==> config.mk <==
export PLATFORM = sky130hd
export DESIGN_NAME = integer_to_decimal_ascii
export DESIGN_NICKNAME = d
export VERILOG_FILES = /design/src/hdl/int2dec_pkg.sv /design/src/hdl/int2dec_bcd_unit.sv /design/src/hdl/integer_to_decimal_ascii.sv
export SDC_FILE = /design/constraint.sdc
export NUM_CORES = 1
export LEC_CHECK = 0
export BUFFER_PORTS_ARGS = -buffer_cell sky130_fd_sc_hd__buf_2
export CAP_MARGIN = 20
export CELL_PAD_IN_SITES_DETAIL_PLACEMENT = 1
export CELL_PAD_IN_SITES_GLOBAL_PLACEMENT = 1
export CORE_ASPECT_RATIO = 0.9
export CORE_UTILIZATION = 50
export DETAILED_ROUTE_END_ITERATION = 10
export PLACE_DENSITY_LB_ADDON = 0.1
export SYNTH_ARGS = -nofsm -noshare
export SYNTH_HDL_FRONTEND = slang
export SYNTH_SLANG_ARGS = --single-unit
==> constraint.sdc <==
create_clock -name clk -period 7.3 [get_ports clk]
set_input_delay 0.365 -clock clk [delete_from_list [all_inputs] [get_ports clk]]
set_output_delay 0.365 -clock clk [all_outputs]
set_load 0.01 [all_outputs]
==> src/hdl/int2dec_pkg.sv <==
// ----------------------------------------------------------------------------
// int2dec_pkg
// Shared types and constants for the integer to decimal ASCII converter.
// ----------------------------------------------------------------------------
package int2dec_pkg;

  localparam int VALUE_W    = 32;
  localparam int CMD_W      = 3;
  localparam int CHAR_W     = 8;
  localparam int DIGIT_W    = 4;
  localparam int NUM_DIGITS = 10;
  localparam int SEL_W      = 4;   // indexes NUM_DIGITS digits
  localparam int CNT_W      = 6;   // holds VALUE_W

  // Kind codes on cmd
  localparam logic [CMD_W-1:0] KIND_U8  = 3'd0;
  localparam logic [CMD_W-1:0] KIND_U16 = 3'd1;
  localparam logic [CMD_W-1:0] KIND_U32 = 3'd2;
  localparam logic [CMD_W-1:0] KIND_S8  = 3'd3;
  localparam logic [CMD_W-1:0] KIND_S16 = 3'd4;
  localparam logic [CMD_W-1:0] KIND_S32 = 3'd5;

  localparam logic [CHAR_W-1:0] ASCII_ZERO  = 8'h30;
  localparam logic [CHAR_W-1:0] ASCII_NINE  = 8'h39;
  localparam logic [CHAR_W-1:0] ASCII_MINUS = 8'h2D;

  typedef enum logic [2:0] {
    ST_IDLE,
    ST_CONV,
    ST_TRIM,
    ST_SIGN,
    ST_EMIT
  } state_t;

  // Sequencer to BCD unit
  typedef struct packed {
    logic             load;
    logic             shift;
    logic [SEL_W-1:0] sel;
  } ctrl_t;

endpackage

==> src/hdl/int2dec_bcd_unit.sv <==
// ----------------------------------------------------------------------------
// int2dec_bcd_unit
// Shift-and-add-3 binary to BCD converter, one bit per shift, with a digit
// read port for the character sequencer.
// ----------------------------------------------------------------------------
module int2dec_bcd_unit (
  input  logic                                  clk,
  input  int2dec_pkg::ctrl_t                    ctrl,
  input  logic [int2dec_pkg::VALUE_W-1:0]       mag,
  output logic [int2dec_pkg::DIGIT_W-1:0]       digit
);

  logic [int2dec_pkg::VALUE_W-1:0] bin;
  logic [int2dec_pkg::NUM_DIGITS-1:0][int2dec_pkg::DIGIT_W-1:0] bcd;
  logic [int2dec_pkg::NUM_DIGITS-1:0][int2dec_pkg::DIGIT_W-1:0] corr;

  // add 3 to any digit of 5 or more before the shift
  always_comb begin
    for (int i = 0; i < int2dec_pkg::NUM_DIGITS; i++) begin
      corr[i] = (bcd[i] >= 4'd5) ? bcd[i] + 4'd3 : bcd[i];
    end
  end

  always_ff @(posedge clk) begin
    if (ctrl.load) begin
      bin <= mag;
      bcd <= '0;
    end else if (ctrl.shift) begin
      // top bit of the top digit falls off; it is always zero
      bcd <= {corr[int2dec_pkg::NUM_DIGITS-1][int2dec_pkg::DIGIT_W-2:0],
              corr[int2dec_pkg::NUM_DIGITS-2:0],
              bin[int2dec_pkg::VALUE_W-1]};
      bin <= {bin[int2dec_pkg::VALUE_W-2:0], 1'b0};
    end
  end

  assign digit = (ctrl.sel < int2dec_pkg::SEL_W'(int2dec_pkg::NUM_DIGITS))
                 ? bcd[ctrl.sel] : '0;

endmodule

==> src/hdl/integer_to_decimal_ascii.sv <==
// ----------------------------------------------------------------------------
// integer_to_decimal_ascii
// Converts one integer of a given kind to its decimal text, one ASCII
// character per output word.
// ----------------------------------------------------------------------------
// One input word (cmd, value) becomes a run of ASCII characters, most
// significant first, with last set on the final one. Kinds u8/u16/u32 print
// zero-padded to 3/5/10 digits; s8/s16/s32 print '-' when negative and then
// the magnitude with no leading zeros (the most negative value prints
// exactly, zero prints as "0"). cmd codes 6 and 7 are taken and give no
// characters. Value bits above the kind's width are ignored. The input word is
// taken, then a shared shift-and-add-3 BCD unit runs one bit per cycle over the
// kind's width. Signed kinds then drop leading zeros one at a time (up to 9)
// and emit a minus sign first when negative. Characters leave at one per cycle
// while the output is not stalled. item_stall is high from the accept until
// the last character has been loaded into the output register; the next word
// is taken while that last character still waits downstream.
// ----------------------------------------------------------------------------
module integer_to_decimal_ascii (
  input  logic                                clk,
  input  logic                                rst,
  // input channel
  input  logic                                item_valid,
  output logic                                item_stall,
  input  logic [int2dec_pkg::CMD_W-1:0]       cmd,
  input  logic [int2dec_pkg::VALUE_W-1:0]     value,
  // output channel
  output logic                                char_valid,
  input  logic                                char_stall,
  output logic [int2dec_pkg::CHAR_W-1:0]      char_code,
  output logic                                last
);

  // sequencer state
  int2dec_pkg::state_t                 state, state_next;
  logic [int2dec_pkg::CNT_W-1:0]       cnt, cnt_next;     // bits left to shift
  logic [int2dec_pkg::SEL_W-1:0]       ndig, ndig_next;   // digits left to send
  logic                                neg, neg_next;
  logic                                sgn, sgn_next;

  // kind decode
  logic                                kind_ok;
  logic                                kind_sgn;
  logic [int2dec_pkg::CNT_W-1:0]       kind_width;
  logic [int2dec_pkg::SEL_W-1:0]       kind_pad;
  logic [int2dec_pkg::VALUE_W-1:0]     kind_mask;
  logic [1:0]                          kind_align;        // 0: none, 1: <<16, 2: <<24
  logic [int2dec_pkg::VALUE_W-1:0]     raw;
  logic                                raw_neg;
  logic [int2dec_pkg::VALUE_W-1:0]     mag;
  logic [int2dec_pkg::VALUE_W-1:0]     mag_aligned;

  // BCD unit
  int2dec_pkg::ctrl_t                  ctrl;
  logic [int2dec_pkg::DIGIT_W-1:0]     digit;

  // output register load
  logic                                out_free;
  logic                                out_load;
  logic [int2dec_pkg::CHAR_W-1:0]      out_char;
  logic                                out_last;

  always_comb begin
    kind_ok    = 1'b1;
    kind_sgn   = 1'b0;
    kind_width = 6'd32;
    kind_pad   = 4'd10;
    kind_mask  = 32'hFFFF_FFFF;
    kind_align = 2'd0;
    raw_neg    = 1'b0;
    unique case (cmd)
      int2dec_pkg::KIND_U8: begin
        kind_width = 6'd8;  kind_pad = 4'd3;  kind_mask = 32'h0000_00FF; kind_align = 2'd2;
      end
      int2dec_pkg::KIND_U16: begin
        kind_width = 6'd16; kind_pad = 4'd5;  kind_mask = 32'h0000_FFFF; kind_align = 2'd1;
      end
      int2dec_pkg::KIND_U32: begin
        kind_width = 6'd32; kind_pad = 4'd10;
      end
      int2dec_pkg::KIND_S8: begin
        kind_sgn   = 1'b1;  kind_width = 6'd8;  kind_mask = 32'h0000_00FF;
        kind_align = 2'd2;  raw_neg = value[7];
      end
      int2dec_pkg::KIND_S16: begin
        kind_sgn   = 1'b1;  kind_width = 6'd16; kind_mask = 32'h0000_FFFF;
        kind_align = 2'd1;  raw_neg = value[15];
      end
      int2dec_pkg::KIND_S32: begin
        kind_sgn   = 1'b1;  raw_neg = value[31];
      end
      default: kind_ok = 1'b0;
    endcase

    raw = value & kind_mask;
    // two's complement magnitude; the most negative value stays 2^(w-1)
    mag = raw_neg ? ((~raw + 32'd1) & kind_mask) : raw;
    // left-align so the top bit of the kind shifts out first
    case (kind_align)
      2'd1:    mag_aligned = {mag[15:0], 16'd0};
      2'd2:    mag_aligned = {mag[7:0], 24'd0};
      default: mag_aligned = mag;
    endcase
  end

  assign out_free = !char_valid || !char_stall;

  always_ff @(posedge clk) begin
    if (rst) begin
      state <= int2dec_pkg::ST_IDLE;
      cnt   <= '0;
      ndig  <= '0;
      neg   <= 1'b0;
      sgn   <= 1'b0;
    end else begin
      state <= state_next;
      cnt   <= cnt_next;
      ndig  <= ndig_next;
      neg   <= neg_next;
      sgn   <= sgn_next;
    end
  end

  always_comb begin
    state_next = state;
    cnt_next   = cnt;
    ndig_next  = ndig;
    neg_next   = neg;
    sgn_next   = sgn;
    item_stall = 1'b1;
    ctrl.load  = 1'b0;
    ctrl.shift = 1'b0;
    ctrl.sel   = ndig - 4'd1;
    out_load   = 1'b0;
    out_char   = int2dec_pkg::ASCII_ZERO + {4'd0, digit};
    out_last   = (ndig == 4'd1);

    unique case (state)
      int2dec_pkg::ST_IDLE: begin
        item_stall = 1'b0;
        if (item_valid && kind_ok) begin
          ctrl.load  = 1'b1;
          cnt_next   = kind_width;
          // signed: start from the top digit and drop leading zeros
          ndig_next  = kind_sgn ? 4'(int2dec_pkg::NUM_DIGITS) : kind_pad;
          neg_next   = raw_neg;
          sgn_next   = kind_sgn;
          state_next = int2dec_pkg::ST_CONV;
        end
      end
      int2dec_pkg::ST_CONV: begin
        ctrl.shift = 1'b1;
        cnt_next   = cnt - 6'd1;
        if (cnt == 6'd1) begin
          state_next = sgn ? int2dec_pkg::ST_TRIM : int2dec_pkg::ST_EMIT;
        end
      end
      int2dec_pkg::ST_TRIM: begin
        if (ndig > 4'd1 && digit == 4'd0) begin
          ndig_next = ndig - 4'd1;
        end else begin
          state_next = neg ? int2dec_pkg::ST_SIGN : int2dec_pkg::ST_EMIT;
        end
      end
      int2dec_pkg::ST_SIGN: begin
        out_char = int2dec_pkg::ASCII_MINUS;
        out_last = 1'b0;
        if (out_free) begin
          out_load   = 1'b1;
          state_next = int2dec_pkg::ST_EMIT;
        end
      end
      int2dec_pkg::ST_EMIT: begin
        if (out_free) begin
          out_load  = 1'b1;
          ndig_next = ndig - 4'd1;
          if (ndig == 4'd1) begin
            state_next = int2dec_pkg::ST_IDLE;
          end
        end
      end
      default: state_next = int2dec_pkg::ST_IDLE;
    endcase
  end

  int2dec_bcd_unit u_bcd (
    .clk   (clk),
    .ctrl  (ctrl),
    .mag   (mag_aligned),
    .digit (digit)
  );

  // output word register
  always_ff @(posedge clk) begin
    if (rst) begin
      char_valid <= 1'b0;
    end else if (out_load) begin
      char_valid <= 1'b1;
    end else if (!char_stall) begin
      char_valid <= 1'b0;
    end
  end

  always_ff @(posedge clk) begin
    if (out_load) begin
      char_code <= out_char;
      last      <= out_last;
    end
  end

endmodule

# Yosys cells after proc, flatten, opt, wreduce, memory -nomap -nowiden
# Cells that the tools add are included.
# classes
order_cmp	13
reduce_logical	20
addsub	14
eq_ne	21
n_mux	48
n_bitwise	3
# op_table
op	count
$pmux W32 S2	2
$mux W32	3
$and A32 B32 Y32	2
$mux W4	15
$ge A4 B3 Y1 const B	10
$add A4 B2 Y4 const B	9
$add A32 B1 Y32 const B	1
$not A32 Y32	1
$mux W3	9
$pmux W6 S2	2
$bmux W4 S4	1
$pmux W3 S5	1
$ne A2 B2 Y1 const B	7
$eq A3 B2 Y1 const B	4
$pmux W4 S3	1
$mux W1	10
$eq A3 B3 Y1 const B	3
$pmux W4 S2	1
$add A6 B4 Y7 const A	1
$eq A3 B1 Y1 const B	2
$eq A6 B1 Y1 const B	1
$logic_not A3 Y1	2
$mux W6	1
$reduce_and A6 Y1	1
other kinds (23)	29
# word_totals
output_inout_bits	11
inputBits	39
regBits	97
word_cells	138

# Longest topological paths before layout
# Gate-level depths: netlist of the first run.
# logic_depth
depth_word	10
depth_mapped	11
ltp_nobuf	9

# Cells and area by module
# From an unflattened synthesis of the first run, not the netlist that was laid out.
# unflattened
hier_cells	760
hier_area_um2	6510.0
# by_module_without_submodules
mod	cells_per_inst	n_inst	area_each_um2
int2dec_bcd_unit	426	1	4105.2
integer_to_decimal_ascii	334	1	2404.8

# Worst setup path before layout of the first run
# OpenSTA, ideal clock, no wires.
# synth_timing
path_type	flip-flop to flip-flop
startpoint	register ndig[0] (netlist bit)
endpoint	register ndig[0] (netlist bit)
period_less_slack_ns	2.727
path_buffers	2
stages_incl_launch_ff	12
arrival_time_ns	2.660
setup_slack_ns	4.573
cell_sequence	dfxtp_1 buf_6 inv_1 ha_1 clkbuf_1 mux4_2 nand4_1 o211ai_2 nor4_2 a31oi_4 or3_1 a21oi_2
# synth_between
elab_chain_len	8
elab_cells_between_ends	13
# synth_rtl
element	line_no	text
start, declared	integer_to_decimal_ascii.sv:37	logic [int2dec_pkg::SEL_W-1:0] ndig, ndig_next;
start signal, assigned	integer_to_decimal_ascii.sv:118	ndig <= ndig_next;
$sub A4 B1 Y4	integer_to_decimal_ascii.sv:133, integer_to_decimal_ascii.sv:160, integer_to_decimal_ascii.sv:176	
$bmux W4 S4	int2dec_bcd_unit.sv:38	? bcd[ctrl.sel] : '0;
$mux W4 (implied by the code)	int2dec_bcd_unit.sv:38	
$mux W4	int2dec_bcd_unit.sv:38	
$logic_not A4 Y1	integer_to_decimal_ascii.sv:159	if (ndig > 4'd1 && digit == 4'd0) begin
$logic_and A1 B1 Y1	integer_to_decimal_ascii.sv:159	
$ne A2 B2 Y1 (no line)	--	
$reduce_and A4 Y1 (no line)	--	
# Several ways; a longest one is shown, not always the timed one. The select of a mux whose other input is x is not followed.
# A chain may end at the register's enable or synchronous reset.

# Worst setup path in the final report of the first run
# Same ends and word-level chain as after synthesis.

==> impl_metrics.json, run 1 <==
{
  "vias_per_cell": 6.31,
  "synthAdderAreaFrac": 0.0512,
  "hold_viol": 0,
  "vdd_drop_max_uv": 143,
  "cts_tree": "done",
  "r2r_cells": 9,
  "drt_pass1_iterations": 5,
  "fin_crit_ns": 3.46,
  "drc": 0,
  "clock_latency_ns": 0.35,
  "drive_gt1_frac": 0.119,
  "drv_cap": 0,
  "start_util": 0.524,
  "vias": 5701,
  "min_path_cells": 2,
  "synth_compound_area_frac": 0.220,
  "grt_max_degree": 57,
  "required_ns": 7.59,
  "ys.flop_type": "dfxtp_1",
  "cts_hold_buf": 0,
  "hpwl_um": 13100,
  "htree_levels": 3,
  "ys_types": 63,
  "wl_um": 18300,
  "final_nets": 806,
  "dpl_cell_area_sq_um": 6430,
  "track_usage": 0.304,
  "drv_slew": 0,
  "synth_edf_count": 38,
  "utilization": 0.580,
  "numCtsBuffers": 9,
  "reg2reg_to": "ndig[0]",
  "fin_crit_sh": 0.474,
  "power_switching_w": 0.000736,
  "synth-xor-area-share": 0.0716,
  "ctsResizeCount": 0,
  "synth.area.mux_share": 0.0448,
  "diodes": 0,
  "syn_area_sq_um": 6110,
  "synth.ff_latch_count": 94,
  "dp.cells": 886,
  "wl_per_cell_um": 20.3,
  "gp_congestion": 0.875,
  "worstHoldStart": "rst",
  "cellPowerDensity_nw_per_um2": 296,
  "end_kind": "register",
  "internal_power_w": 0.00126,
  "p_clk_frac": 0.256,
  "synth_top_family_by_area": "compound AO/OA/AOI/OAI gates",
  "critPathKind": "reg2reg",
  "hp-class": "in2reg",
  "drt_iter0_drc": 453,
  "port_buffers": 46,
  "pwr-share-comb": 0.335,
  "grt_pass1_wl_um": 30000,
  "crit_path_start_kind": "register",
  "rr_startpoint": "ndig[0]",
  "syn_inst": 722,
  "yosysWarnings": 0,
  "coreArea_sq_um": 11700,
  "critPathSlowestCell": "dfxtp_1",
  "finalSetupTns_ns": 0,
  "rrSetupSlack_ns": 3.84,
  "die_y_um": 107,
  "fmax_ghz": 0.289,
  "rsz0062_at_grt": "no",
  "netSwitchingFraction": 0.368,
  "tightest_slew_ns": 1.02,
  "post_synth.cell_area_avg_sq_um": 8.47,
  "path_clk_slew_ns": 0.07,
  "setup_viol": 0,
  "synth_seq_area_share": 0.370,
  "post_cts_buffers": 0,
  "yosys.area_share.simple": 0.188,
  "ant_nets": 0,
  "crit_chain": "inv_1, ha_1, xor2_1, a211o_1, o211ai_1, nor4_2, a31oi_4, or3_1, a21oi_2",
  "grt_overflow": 0,
  "outcome": "finished clean",
  "rows": 37,
  "cts_sinks": 94,
  "root_buffer": "clkbuf_16",
  "clk_path_buf_depth": 2,
  "die_w_um": 119,
  "fin_worst_skew_ns": 0.00578,
  "area_growth_pct": 10.7,
  "slew_headroom": 0.319,
  "antenna_found_initial": 0,
  "pwr-share-seq": 0.410,
  "synthArstFlopShare": 0,
  "holdPathEnd": "cnt[0]",
  "stdcell_area_sq_um": 6770,
  "leakage_nw": 2.41,
  "slowest_delay_ns": 0.84,
  "crit_arrival_ns": 3.75,
  "pin_count": 50,
  "grt_pass1_vias": 5763,
  "instances_no_fill": 903,
  "die_area_sq_um": 12700,
  "crit_fanout": 17
}
## metrics by stage
step	hold slack [ns]	setup slack [ns]	total power, W
global route	0.404	3.54	0.00211
finish	0.380	3.84	0.00200
CTS	0.369	3.86	0.00200
global placement	0.471	4.01	0.00143
floorplan	0.444	4.57	0.00126
detailed placement	0.484	3.87	0.00148
## state kept, by name, indices dropped and copies added, names as in the netlist
register	count
char_valid	1
neg	1
u_bcd.bin	32
ndig	4
last	1
sgn	1
cnt	6
state	3
u_bcd.bcd	40
char_code	5
## final cells by class
type	instances	area, sq um
Timing Repair Buffer	53	310
Clock inverter	3	40.0
Multi-Input combinational cell	550	3550
Clock buffer	13	282
Inverter	34	128
Sequential cell	94	2260
Fill cell	1443	4900
Tap cell	156	195
## synthesized netlist by cell type (7+ instances only)
library cell  count  area [sq um]
ha_1             25           313
mux2i_1           9          90.1
a22o_1            7          61.3
xnor2_1          28           245
xor2_1           22           193
a31oi_1          12          75.1
dfxtp_1          56          1120
o31ai_1          14           105
o221ai_1         10          87.6
nand2b_1         16           100
o21ai_0          52           260
clkbuf_1         35           131
nor3_1           15          75.1
a21oi_1          70           350
nor2_1           58           218
inv_1            33           124
nand2_1          76           285
nand3_1          37           185
nand4_1           9          56.3
edfxtp_1         38          1140
## worst max-delay path: cells and delay by family, from the launching register on
kind,cells,cell delay [ns]
XOR/XNOR,1,0.45
buffers and inverters,1,0.22
adder cells (fa/ha/maj),1,0.34
AO/OA/AOI/OAI,4,0.72
AND/OR/NAND/NOR,2,0.83
flip-flops,1,0.84
## kinds of logic after synthesis
kind of cell             count (synthesis)
AO/OA/AOI/OAI                          210
other                                    2
XOR/XNOR                                50
adder cells (fa/ha/maj)                 25
multiplexers                            18
flip-flops                              94
buffers and inverters                   79
AND/OR/NAND/NOR                        244
## placed cells by master (no fill, tap or decap), drive strengths merged, types with 22 or more instances in the layout
cell type / synthesis / layout
buf: 10 / 53
xnor2: 28 / 28
a21oi: 71 / 71
inv: 33 / 33
ha: 25 / 25
nand2: 76 / 76
dfxtp: 56 / 56
nor2: 58 / 58
xor2: 22 / 22
o21ai: 52 / 52
nand3: 37 / 37
edfxtp: 38 / 38
## power groups by stage
| stage | Combinational (W) | Sequential, W | Clock, W |
|---|---|---|---|
| 2_1_floorplan | 0.000478 | 0.000787 | 0 |
| 3_3_place_gp | 0.000609 | 0.000824 | 0 |
| 3_5_place_dp | 0.000654 | 0.000828 | 0 |
| 4_1_cts | 0.000668 | 0.000819 | 0.000516 |
| 5_1_grt | 0.000741 | 0.000836 | 0.000530 |
| 6_report | 0.000670 | 0.000819 | 0.000511 |
## worst max-delay path by stage
stage / from / endpoint / slack (ns) / cells past startpoint
after global routing: ndig[0] / ndig[0] / 3.54 / 9
final: ndig[0] / ndig[0] / 3.84 / 9
after floorplan: ndig[0] / ndig[0] / 4.57 / 11
after CTS: ndig[0] / ndig[0] / 3.86 / 9
after detailed placement: ndig[0] / ndig[0] / 3.87 / 9
after global placement: ndig[0] / ndig[0] / 4.01 / 9
## per-layer routing
layer	global-route usage	part of all wire	vias to the layer above
li1	-	-	2661
met1	0.421	0.47	2850
met2	0.488	0.46	171
met3	0.0543	0.055	19
met4	0.0850	0.012	0
met5	0	0	-
Note: power is estimated with default switching activity, not from simulation.
==> inputs of run 2 (changes only) <==
Settings changed: ABC_AREA set to 1, CORE_UTILIZATION 50 to 44.
Clock period 7.3 ns to 3.25 ns, I/O delays scaled along.
==> run 2 against run 1 <==
  * Sequential cell count unchanged
  * Cell count increased by 32%
  * Combinational power increased to 4.3 times the previous value
  * Wire length increased by 10%
  * Clock-buffer cell count decreased by 3
  * First-iteration DRC count decreased by 24%
  * Critical path depth increased by 5
  * Maximum frequency increased by 36%
  * Sequential share of layout area decreased by 2.4 points
  * Die area increased by 24%
  * Largest power group is now combinational logic
  * Highest routed layer unchanged
==> impl_metrics.json, run 2 <==
{
  "outcome": "finished clean",
  "setup_viol": 0,
  "ant_nets": 0,
  "clock_latency_ns": 0.36,
  "coreArea_sq_um": 14800,
  "numCtsBuffers": 9,
  "cts_hold_buf": 0,
  "die_w_um": 132,
  "internal_power_w": 0.00330,
  "worstHoldStart": "rst",
  "grt_overflow": 0,
  "grt_max_degree": 38,
  "cts_tree": "done",
  "hold_viol": 0,
  "multi_input_area_sq_um": 3740,
  "final_common_cell": "nand2_1",
  "cellPowerDensity_nw_per_um2": 819,
  "rrSetupSlack_ns": 0.71,
  "clk_path_buf_depth": 2,
  "yosysMostFrequentCell": "nand2_1",
  "die_area_sq_um": 15700,
  "final_nets": 1052,
  "htree_levels": 3,
  "post_cts_buffers": 0,
  "slew_headroom": 0.523,
  "post-place-ws_ns": 0.744,
  "min_path_cells": 2,
  "final_cell_mix": "nand2_1 (199), inv_1 (119), o21ai_0 (101), nand3_1 (92), nor2_1 (89)",
  "end_kind": "register",
  "crit_chain": "inv_2, ha_1, clkinv_1, a21oi_1, o21ai_0, nand3_1, nand3_1, nand2_1, nand2_1, inv_1, nand3_1, nand2_1, nand2_1, a21oi_1",
  "crit_arrival_ns": 2.83,
  "drt_iter0_drc": 345,
  "track_usage": 0.268,
  "r2r_cells": 14,
  "fin_crit_ns": 2.54,
  "top_regs": "u_bcd.bcd (40), u_bcd.bin (32), cnt (6)",
  "root_buffer": "clkbuf_16",
  "reg2reg_to": "state[2]",
  "register_area_sq_um": 2260,
  "netSwitchingFraction": 0.447,
  "vias_per_cell": 5.44,
  "tightest_slew_ns": 0.708,
  "p_clk_frac": 0.164,
  "wl_per_cell_um": 17.0,
  "pwr-share-comb": 0.479,
  "gp_congestion": 0.894,
  "synth_seq_area_share": 0.338,
  "area_growth_pct": 9.15,
  "slowest_delay_ns": 0.51,
  "fillers": 1957,
  "synth_top_area_frac": 0.171,
  "regMostFlops": "u_bcd.bcd",
  "rr_startpoint": "ndig[0]",
  "cts_sinks": 94,
  "drt_pass1_iterations": 5,
  "holdPathEnd": "state[0]",
  "path_clk_slew_ns": 0.07,
  "drive_gt1_frac": 0.111,
  "power_switching_w": 0.00267,
  "hpwl_um": 15200,
  "crit_fanout": 14,
  "yosys-top-cells-count": "nand2_1 (199), inv_1 (119), o21ai_0 (101)",
  "pin_count": 50,
  "yosysTopAreaCell": "edfxtp_1",
  "cp_common_cell": "nand2_1",
  "synth.ff_latch_count": 94,
  "fin_crit_sh": 0.782,
  "antenna_found_initial": 0,
  "synth_edf_count": 38,
  "syn_area_sq_um": 6690,
  "drv_slew": 0,
  "critPathKind": "reg2reg",
  "ys.flop_type": "dfxtp_1",
  "yosysWarnings": 0,
  "grt_pass1_wl_um": 32900,
  "diodes": 0,
  "leakage_nw": 3.19,
  "vias": 6480,
  "ys_types": 47,
  "pwr-share-seq": 0.357,
  "rsz0062_at_grt": "no",
  "ctsResizeCount": 0,
  "fmax_ghz": 0.393,
  "hp-class": "in2reg",
  "fin_worst_skew_ns": 0.0120,
  "post-route-worst-setup-slack_ns": 0.709,
  "largest_reg_flops": 40,
  "syn_inst": 959,
  "critPathSlowestCell": "ha_1",
  "drc": 0,
  "start_util": 0.453,
  "grt_pass1_vias": 6464,
  "crit_path_start_kind": "register",
  "drv_cap": 0,
  "vdd_drop_max_uv": 285,
  "rows": 42,
  "port_buffers": 46,
  "synthArstFlopShare": 0,
  "wl_um": 20200,
  "finalSetupTns_ns": 0,
  "post_synth.cell_area_avg_sq_um": 6.97,
  "required_ns": 3.53,
  "synth.area.top_cells": "edfxtp_1 (17%), dfxtp_1 (17%), nand2_1 (11%)",
  "die_y_um": 119
}
run 2: cell count changes in the layout (fill, tap and decap cells not counted), moves of 10 or more:
cell	change
nor2_1	+32
nor3_1	-10
nand2b_1	-16
o21ai_0	+49
nand3_1	+55
o31ai_1	-13
nand2_1	+123
xnor2_1	-27
inv_1	+86
run 2: power by group through the flow:
stage	sequential [W]	combinational (W)	clock, W
after detailed placement	0.00216	0.00285	0
after global placement	0.00214	0.00279	0
after CTS	0.00213	0.00287	0.000995
final	0.00213	0.00286	0.000979
after global routing	0.00219	0.00322	0.00104
after floorplan	0.00207	0.00209	0
run 2: cells by family after synthesis:
| group | share of synthesized area |
|---|---|
| buf+inv | 0.105 |
| compound gates | 0.183 |
| simple gates | 0.283 |
| other cells | 0.00112 |
| fa+ha+maj | 0.0468 |
| flops | 0.338 |
| xor+xnor | 0.0427 |
run 2: how the worst max path moves through the flow:
stage,startpoint,to,slack (ns),cells past startpoint
after global routing,ndig[0],state[2],0.43,14
after detailed placement,ndig[0],state[2],0.74,14
after CTS,ndig[0],state[2],0.72,14
final,ndig[0],state[2],0.71,14
after global placement,cmd[2],u_bcd.bin[24],0.80,13
after floorplan,ndig[0],ndig[0],1.11,17
run 2: layout make-up:
cell class                      count  area share
Clock buffer                       10      0.0314
Clock inverter                      6     0.00394
Multi-Input combinational cell    700       0.512
Timing Repair Buffer               55      0.0425
Sequential cell                    94       0.310
Inverter                          128      0.0658
Tap cell                          198      0.0339
run 2: routing by layer:
| layer | up-vias | part of all wire | global-route usage |
|---|---|---|---|
| met3 | 35 | 0.031 | 0.0264 |
| met4 | 0 | 0.036 | 0.129 |
| met5 | - | 0 | 0 |
| met1 | 3082 | 0.45 | 0.329 |
| li1 | 3236 | - | - |
| met2 | 127 | 0.49 | 0.469 |
run 2: metrics by stage:
stage          instance area (sq um)   util  power (W)  instances  hold slack, ns
3_5_place_dp                    7040  0.477    0.00500       1175           0.469
3_3_place_gp                    7040  0.477    0.00493       1175           0.460
4_1_cts                         7300  0.494    0.00600       1191          0.0920
5_1_grt                         7300  0.494    0.00645       1191           0.104
6_report                        7300  0.494    0.00598       1191          0.0938
2_1_floorplan                   6690      -    0.00416        960           0.391
run 2: critical path, delay by kind of cell, from the launching register on:
| kind | cells | cell delay (ns) |
|---|---|---|
| buffers and inverters | 3 | 0.51 |
| AO/OA/AOI/OAI | 3 | 0.43 |
| AND/OR/NAND/NOR | 7 | 0.66 |
| flip-flops | 1 | 0.35 |
| adder cells (fa/ha/maj) | 1 | 0.51 |
==> inputs of run 3 (changes only) <==
Settings changed: ABC_AREA 1 to 0, CORE_UTILIZATION 44 to 46.
Clock period 3.25 ns to 2.45 ns, I/O delays scaled along.
==> run 3 against run 2 <==
  * The flow now finishes with violations (setup timing)
  * Maximum frequency is 1.0% higher
  * Clock-buffer cell count down 1
  * Clock power grew 47%
  * Setup slack got worse by 0.77 ns
  * Largest power group is now registers
  * Die area is 12% lower
==> impl_metrics.json, run 3 (synthesis gave the netlist of run 1 again) <==
{
  "crit_buf_inv": 2,
  "required_ns": 2.73,
  "regMostFlops": "u_bcd.bcd",
  "final_cell_mix": "nand2_1 (76), a21oi_1 (68), nor2_1 (57), dfxtp_1 (54), o21ai_0 (52)",
  "fillers": 1541,
  "r2r_cells": 10,
  "vias": 5822,
  "top_regs": "u_bcd.bcd (40), u_bcd.bin (32), cnt (6)",
  "path_clk_slew_ns": 0.07,
  "end_kind": "register",
  "violations": "setup timing",
  "drt_iter0_drc": 369,
  "cts_sinks": 94,
  "drv_slew": 0,
  "area_growth_pct": 17.7,
  "slowest_delay_ns": 0.42,
  "dpl_cell_area_sq_um": 6820,
  "root_buffer": "clkbuf_16",
  "setup_viol": 2,
  "drive_gt1_frac": 0.185,
  "htree_levels": 3,
  "track_usage": 0.290,
  "stdcell_area_sq_um": 7200,
  "clk_path_buf_depth": 2,
  "vdd_drop_max_uv": 636,
  "die_y_um": 111,
  "crit_path_start_kind": "register",
  "slew_headroom": 0.464,
  "cellPowerDensity_nw_per_um2": 867,
  "crit_family": "simple AND/OR/NAND/NOR gates",
  "fin_crit_sh": 1.03,
  "reg2reg_to": "ndig[0]",
  "outcome": "finished with violations",
  "fin_crit_ns": 2.52,
  "grt_pass1_wl_um": 30500,
  "rsz0062_at_grt": "yes",
  "critPathSlowestCell": "or3_1",
  "rr_startpoint": "ndig[0]",
  "clock_latency_ns": 0.36,
  "tightest_slew_ns": 0.796,
  "post-route-worst-setup-slack_ns": -0.0655,
  "crit_fanout": 6,
  "port_buffers": 46,
  "grt_max_degree": 42,
  "numCtsBuffers": 9,
  "ant_nets": 0,
  "crit_arrival_ns": 2.80,
  "antenna_found_initial": 0,
  "rows": 39,
  "fin_worst_skew_ns": 0.00426,
  "crit_chain": "inv_4, ha_4, buf_6, mux4_2, nand4_1, o211ai_2, nor4_4, a31oi_4, or3_1, a21oi_2",
  "die_area_sq_um": 13800,
  "worstHoldStart": "char_stall",
  "min_path_cells": 3,
  "cts_tree": "done",
  "grt_overflow": 0,
  "final_common_cell": "nand2_1",
  "start_util": 0.476,
  "finalSetupTns_ns": -0.0892,
  "hold_viol": 0,
  "hpwl_um": 14600,
  "hp-class": "in2reg",
  "vias_per_cell": 6.06,
  "drc": 0,
  "fmax_ghz": 0.398,
  "drt_pass1_iterations": 5,
  "wl_per_cell_um": 20.2,
  "coreArea_sq_um": 12800,
  "final_nets": 855,
  "cts_hold_buf": 0,
  "largest_reg_flops": 40,
  "leakage_nw": 2.63,
  "critPathKind": "reg2reg",
  "die_w_um": 124,
  "rrSetupSlack_ns": -0.07,
  "drv_cap": 0,
  "grt_pass1_vias": 5756,
  "wl_um": 19400,
  "pin_count": 50,
  "gp_congestion": 0.954,
  "holdPathEnd": "state[0]",
  "diodes": 0,
  "p_total_w": 0.00624,
  "utilization": 0.561
}
run 3: cell types whose count changed in the layout (fill, tap and decap cells not counted), sizes merged, moves of 9 or more:
cell,before,now
nand2b,0,16
nor3,5,15
nor2,98,58
o31ai,1,15
a21oi,60,71
o21ai,115,52
a31oi,4,13
xnor2,3,28
buf,55,102
mux2i,0,9
nand2,207,76
inv,126,34
nand3,97,37
run 3: worst register-to-register path: cells and delay by family (launching register included):
family,cells,cell delay [ns]
AO/OA/AOI/OAI,3,0.42
adder cells (fa/ha/maj),1,0.28
buffers and inverters,2,0.16
flip-flops,1,0.39
multiplexers,1,0.31
AND/OR/NAND/NOR,3,0.89
run 3: cell type report:
| class | count | area (sq um) | area share |
|---|---|---|---|
| clock buffer | 9 | 225 | 0.0313 |
| clock inverter | 7 | 72.6 | 0.0101 |
| inverter | 34 | 134 | 0.0186 |
| multi-input combinational | 550 | 3590 | 0.498 |
| sequential | 94 | 2270 | 0.315 |
| tap | 164 | 205 | 0.0285 |
| timing repair buffer | 102 | 703 | 0.0977 |
run 3: timing repair:
action / 4_1_cts / 5_1_grt
gates resized for setup: 12 / 3
setup buffers: 3 / 2
setup endpoints to repair: 4 / 4
pin swaps: 7 / 0
run 3: report_power, final:
part	switching (W)	total (W)	internal, W
registers	0.000226	0.00241	0.00218
logic	0.00147	0.00240	0.000931
clock network	0.000641	0.00144	0.000795
run 3: worst max-delay path by stage:
| stage | start | end | slack, ns | depth (start not counted) |
|---|---|---|---|---|
| detailed placement | ndig[0] | ndig[0] | -0.18 | 9 |
| finish | ndig[0] | ndig[0] | -0.07 | 10 |
| global placement | ndig[0] | ndig[0] | -0.01 | 10 |
| CTS | ndig[0] | ndig[0] | -0.03 | 9 |
| global route | ndig[1] | ndig[0] | -0.13 | 9 |
| floorplan | ndig[0] | ndig[0] | -0.02 | 11 |
run 3: through the flow:
step / hold WS (ns) / instances / setup slack [ns]
6_report: 0.154 / 960 / -0.0655
5_1_grt: 0.163 / 960 / -0.130
4_1_cts: 0.133 / 958 / -0.0271
3_5_place_dp: 0.492 / 939 / -0.179
3_3_place_gp: 0.456 / 939 / -0.00950
2_1_floorplan: 0.328 / 723 / -0.0238
run 3: routing by layer:
layer / up-vias / routed length, um / global-route usage / share of wire
met5: - / 0 / 0 / 0
met4: 0 / 218 / 0.0731 / 0.011
met3: 19 / 994 / 0.0635 / 0.051
met2: 139 / 9110 / 0.461 / 0.47
met1: 2895 / 9040 / 0.397 / 0.47
li1: 2769 / - / - / -
